File: src/rtl/core/rsht_pkg.sv
// Shared widths, register indexes and configuration types for the ray-sphere hit test core.
package rsht_pkg;

  localparam int COORD_WIDTH   = 32;
  localparam int DIR_FRAC_BITS = 14;

  localparam int DIR_W   = DIR_FRAC_BITS + 2;
  localparam int R_W     = COORD_WIDTH - 1;
  localparam int L_W     = COORD_WIDTH + 1;
  localparam int LD_W    = L_W + DIR_W;
  localparam int P_W     = LD_W + 2;
  localparam int LL_W    = 2 * L_W;
  localparam int LLS_W   = LL_W + 2;
  localparam int RR_W    = 2 * R_W;
  localparam int C_W     = LLS_W + 1;
  localparam int PLO_W   = P_W / 2;
  localparam int PHI_W   = P_W - PLO_W;
  localparam int SQ_W    = 2 * P_W;
  localparam int CS_W    = C_W - 1 + 2 * DIR_FRAC_BITS;
  localparam int CMP_W   = (SQ_W > CS_W) ? SQ_W : CS_W;

  localparam int CFG_IDX_W = 2;

  typedef enum logic [CFG_IDX_W-1:0] {
    REG_CAMERA_X = 2'd0,
    REG_CAMERA_Y = 2'd1,
    REG_CAMERA_Z = 2'd2,
    REG_UNUSED   = 2'd3
  } cfg_reg_t;

endpackage

File: src/rtl/core/rsht_psq.sv
// Two-stage squarer for the magnitude of the ray projection, split into partial products.
module rsht_psq
  import rsht_pkg::*;
(
  input  logic            clk,
  input  logic [P_W-1:0]  pmag,
  output logic [SQ_W-1:0] sq
);

  logic [PHI_W-1:0]       hi;
  logic [PLO_W-1:0]       lo;
  logic [2*PHI_W-1:0]     hh;
  logic [PHI_W+PLO_W-1:0] hl;
  logic [2*PLO_W-1:0]     ll;
  logic [SQ_W-1:0]        sq_next;

  assign hi = pmag[P_W-1:PLO_W];
  assign lo = pmag[PLO_W-1:0];

  always_ff @(posedge clk) begin
    hh <= (2 * PHI_W)'(hi) * (2 * PHI_W)'(hi);
    hl <= (PHI_W + PLO_W)'(hi) * (PHI_W + PLO_W)'(lo);
    ll <= (2 * PLO_W)'(lo) * (2 * PLO_W)'(lo);
  end

  assign sq_next = (SQ_W'(hh) << (2 * PLO_W)) + (SQ_W'(hl) << (PLO_W + 1)) + SQ_W'(ll);

  always_ff @(posedge clk) begin
    sq <= sq_next;
  end

endmodule

File: config.mk
export PLATFORM = sky130hd
export DESIGN_NAME = rsht_psq
export DESIGN_NICKNAME = d
export VERILOG_FILES = /design/src/rtl/core/rsht_pkg.sv /design/src/rtl/core/rsht_psq.sv
export SDC_FILE = /design/constraint.sdc
export NUM_CORES = 2
export LEC_CHECK = 0
export BUFFER_PORTS_ARGS = -buffer_cell sky130_fd_sc_hd__buf_2
export CAP_MARGIN = 20
export CORE_MARGIN = 4
export CORE_UTILIZATION = 35
export DETAILED_ROUTE_END_ITERATION = 8
export PLACE_DENSITY = 0.53
export SLEW_MARGIN = 10
export SYNTH_ARGS = -nofsm -noshare
export SYNTH_HDL_FRONTEND = slang
export SYNTH_SLANG_ARGS = --single-unit
File: constraint.sdc
create_clock -name clk -period 10.05 [get_ports clk]
set_input_delay 2.01 -clock clk [delete_from_list [all_inputs] [get_ports clk]]
set_output_delay 2.01 -clock clk [all_outputs]
set_load 0.005 [all_outputs]
After elaboration in Yosys (flattened, before gate mapping). Index checks and enable logic that the tools add are counted.

Register bits after elaboration: 255. Logic and storage cells: 9. Input port bits: 52. Output and inout bits: 102.

$mul: 3. $add $sub $neg: 2.

Operators by type and width (count): 102-bit by 50-bit adder with 102-bit output (1); 102-bit by 77-bit adder with 102-bit output (1); 26-bit by 26-bit multiplier with 52-bit output (1); 26-bit by 25-bit multiplier with 51-bit output (1); 25-bit by 25-bit multiplier with 50-bit output (1).

Longest topological paths before layout.
Word-level depth: 2. Gate-level depth with buffers: 28. Depth with buffers taken out: 26.

Least setup slack after synthesis. Ideal clock, no wire load.

Path type: input port to flip-flop. Start: input port pmag[3]. End: register ll[48]. Arrival: 8.628 ns. Cell stages on the path: 27. Buffers on the path: 2. Library setup time: 0.072 ns. Slack: 1.351 ns. Required time: 9.978 ns. Cells stage by stage: clkbuf_1 clkbuf_1 nand2_1 fa_1 inv_1 fa_1 inv_1 fa_1 inv_1 fa_1 inv_1 fa_1 inv_1 fa_1 inv_1 fa_1 inv_1 ha_1 nor2_1 nor4b_1 inv_1 nor4b_4 or3_4 a31oi_4 o41a_1 o41ai_2 xor2_1.

Cells in the longest elaborated chain, start to end: 1.

RTL lines: start, declared (line rsht_psq.sv:6) `input logic [P_W-1:0] pmag,`; 25-bit by 25-bit multiplier with 50-bit output (line rsht_psq.sv:23) `ll <= (2 * PLO_W)'(lo) * (2 * PLO_W)'(lo);`; end signal, assigned (line rsht_psq.sv:23); end, declared (line rsht_psq.sv:14) `logic [2*PLO_W-1:0] ll;`.

No other way between the ends.

Worst setup path in the final report.
Start: input port pmag[37]. End: register hh[50].

Cells in the longest elaborated chain, start to end: 1.

RTL lines: 26-bit by 26-bit multiplier with 52-bit output (line rsht_psq.sv:21) `hh <= (2 * PHI_W)'(hi) * (2 * PHI_W)'(hi);`; end signal, assigned (line rsht_psq.sv:21); end, declared (line rsht_psq.sv:12) `logic [2*PHI_W-1:0] hh;`.

No other way between the ends.

==> results.py <==
metrics = {
    "critical_path": {
        "criticalPathCategory": "in2reg",
        "reg2reg_from": "ll[26]",
        "r2r_cells": 13,
        "path_delay_family": "adder cells",
        "crit_slowest_cell": "a2111oi_0",
        "cp_cell_sequence": "buf_2 > inv_1 > buf_4 > nor2_1 > fa_1 > fa_1 > fa_1 > inv_1 > fa_1 > fa_1 > fa_1 > fa_1 > inv_1 > ha_1 > and2_1 > a2111oi_0 > nor3_1 > a31oi_1 > o21ai_0 > xor2_1",
        "reg2reg_slack_ns": 5.57,
        "r2r-end": "sq[82]",
        "start_kind": "primary input",
        "endpoint_kind": "flop",
        "cp_common_cell": "fa_1",
        "crit_fanout": 25,
        "crit_path_max_incr_delay_ns": 0.77,
        "required_ns": 10.54,
        "path_buf_inv": 5,
        "arrival_ns": 9.61,
    },
    "clock_tree": {
        "cts_setup_buffers": 0,
        "clkSinkCount": 252,
        "path_clk_slew_ns": 0.06,
        "htreeDepth": 2,
        "clk-insertion-delay-late_ns": 0.61,
        "ctsResizeCount": 0,
        "cts_tree": "built",
        "cts-hold-fix-buffers": 0,
        "cts_buffers": 34,
        "cts.path.max_buffers": 3,
        "clockRootBuffer": "clkbuf_16",
    },
    "yosys": {
        "syn_nets": 9542,
        "avgSynthCellArea_sq_um": 9.095,
        "synth_most_common_cell": "inv_1",
        "synthFlopType": "dfxtp_1",
        "yosysTopAreaCell": "fa_1",
        "synth-warning-count": 0,
        "synthTopCellsByCount": "inv_1, fa_1, nand2_1, ha_1, and2_1",
        "synth_area_leaders": "fa_1, ha_1, inv_1",
        "yosysSeqAreaShare": 0.07557,
        "async_flop_share": 0,
        "synth_cell_types": 77,
        "synth-edff-count": 0,
        "netlist_instances": 7340,
        "synth-seq-cells": 252,
        "synth_area_sq_um": 66750,
        "synth_top_area_frac": 0.4585,
    },
    "floorplanning": {
        "io_pins": 154,
        "num_rows": 160,
        "dieArea_sq_um": 197800,
        "die_w_um": 444.7,
        "start_util": 0.3514,
        "core_area_sq_um": 190000,
        "die_h_um": 444.7,
    },
    "final_layout": {
        "layout.nets": 9588,
        "final-instance-count-excl-fill": 9923,
        "drive_gt1_frac": 0.05614,
        "areaGrowthSynthToFinish_pct": 7.983,
    },
    "grt": {
        "antenna_found_initial": 22,
        "overflow": 0,
        "grt_pass1_wl_mm": 315.2,
        "grt_max_degree": 54,
        "grtUsageTotal": 0.2060,
        "grt_pass1_vias": 54383,
    },
    "routing": {
        "wl_mm": 195.3,
        "vias": 47826,
        "postRouteAntennaNets": 0,
        "drc": 0,
        "vias_per_cell": 4.820,
        "wl_per_cell_um": 19.68,
        "drt_iter0_markers": 2401,
        "dr.pass1.iters": 5,
    },
    "sta": {
        "skew_ns": 0.02008,
        "hold_viol_final": 0,
        "period_share": 0.9079,
        "period_needed_ns": 9.124,
        "setup_tns_ns": 0,
        "rsz0062_at_grt": "no",
        "fmax_mhz": 109.6,
        "setup_viol": 0,
        "worst_slew_pin_slew_ns": 0.8512,
        "final_max_slew_viol_count": 0,
        "holdWs_ns": 0.3236,
        "slew_headroom": 0.4291,
        "setup_ws_ns": 0.9258,
    },
    "hold_path": {
        "min_delay_path_depth": 0,
        "hold_path_startpoint": "ll[15]",
        "hold_class": "reg2reg",
        "holdPathEnd": "sq[15]",
    },
    "placed_design": {
        "numPlacedInstances": 9861,
        "dp_slack_ns": 0.3211,
        "io_buffers": 152,
        "gp_congestion": 0.8952,
        "hpwl_mm": 164.1,
    },
    "outcome": {
        "outcome": "complete, no violations",
    },
    "job": {
        "maxCapViolations": 0,
    },
}
metrics by stage:
| step | area (sq um) | util |
|---|---|---|
| finish | 72080 | 0.3794 |
| global route | 72080 | 0.3794 |
| CTS | 72080 | 0.3794 |
| detailed placement | 70920 | 0.3733 |
| global placement | 70920 | 0.3733 |
| floorplan | 66750 | - |
cell families after synthesis:
group | synth area share
other | 0.00005618
buffers and inverters | 0.1283
adders and majority gates | 0.5749
xor gates and xnor gates | 0.03044
muxes | 0.0008059
DFF | 0.07557
AOI/OAI and AO/OA | 0.05970
and+or+nand+nor | 0.1302
layer usage:
| metal | GRT usage | up-vias | share of wire |
|---|---|---|---|
| met5 | 0 | - | 0 |
| met4 | 0.06183 | 0 | 0.035 |
| met3 | 0.02207 | 275 | 0.048 |
| met2 | 0.3693 | 1233 | 0.50 |
| met1 | 0.2614 | 24664 | 0.41 |
| li1 | - | 21654 | - |
registers in the layout, summed over array words and instances (netlist names):
register  flops
hl           51
sq          101
hh           51
ll           49
cell type report:
cell class | count | area (sq um)
Multi-Input combinational cell | 4809 | 53140
Sequential cell | 252 | 5045
Fill cell | 19333 | 117900
Tap cell | 2511 | 3142
Clock inverter | 16 | 214.0
Antenna cell | 2 | 5.005
Timing Repair Buffer | 325 | 2222
Inverter | 1964 | 7372
Clock buffer | 44 | 939.7
cells in the final DEF, fill, tap and decap left out, types with 27 or more instances in the layout:
cell type and n:
o21bai_1 36, nand4_1 47, o21ai_0 99, a21o_1 110, xor2_1 71, inv_1 1958
nand2_1 783, a21oi_1 216, clkbuf_16 35, ha_1 621, and2_1 547, xnor2_1 161
buf_2 152, nor2b_1 27, dfxtp_1 252, buf_4 160, and3_1 33, nand3_1 47
nor2_1 227, fa_1 1529
worst max path at each step:
stage,startpoint,slack (ns),end,cells past startpoint
after CTS,pmag[37],0.98,hh[50],20
after global placement,pmag[37],0.43,hh[50],20
after detailed placement,pmag[37],0.32,hh[50],20
after floorplan,pmag[3],1.35,ll[48],27
final,pmag[37],0.93,hh[50],20
after global routing,pmag[37],0.64,hh[50],20
Power is left out: the tool's default activity adds up to more than one toggle a clock period on the data nets, which glitch-free logic cannot reach.
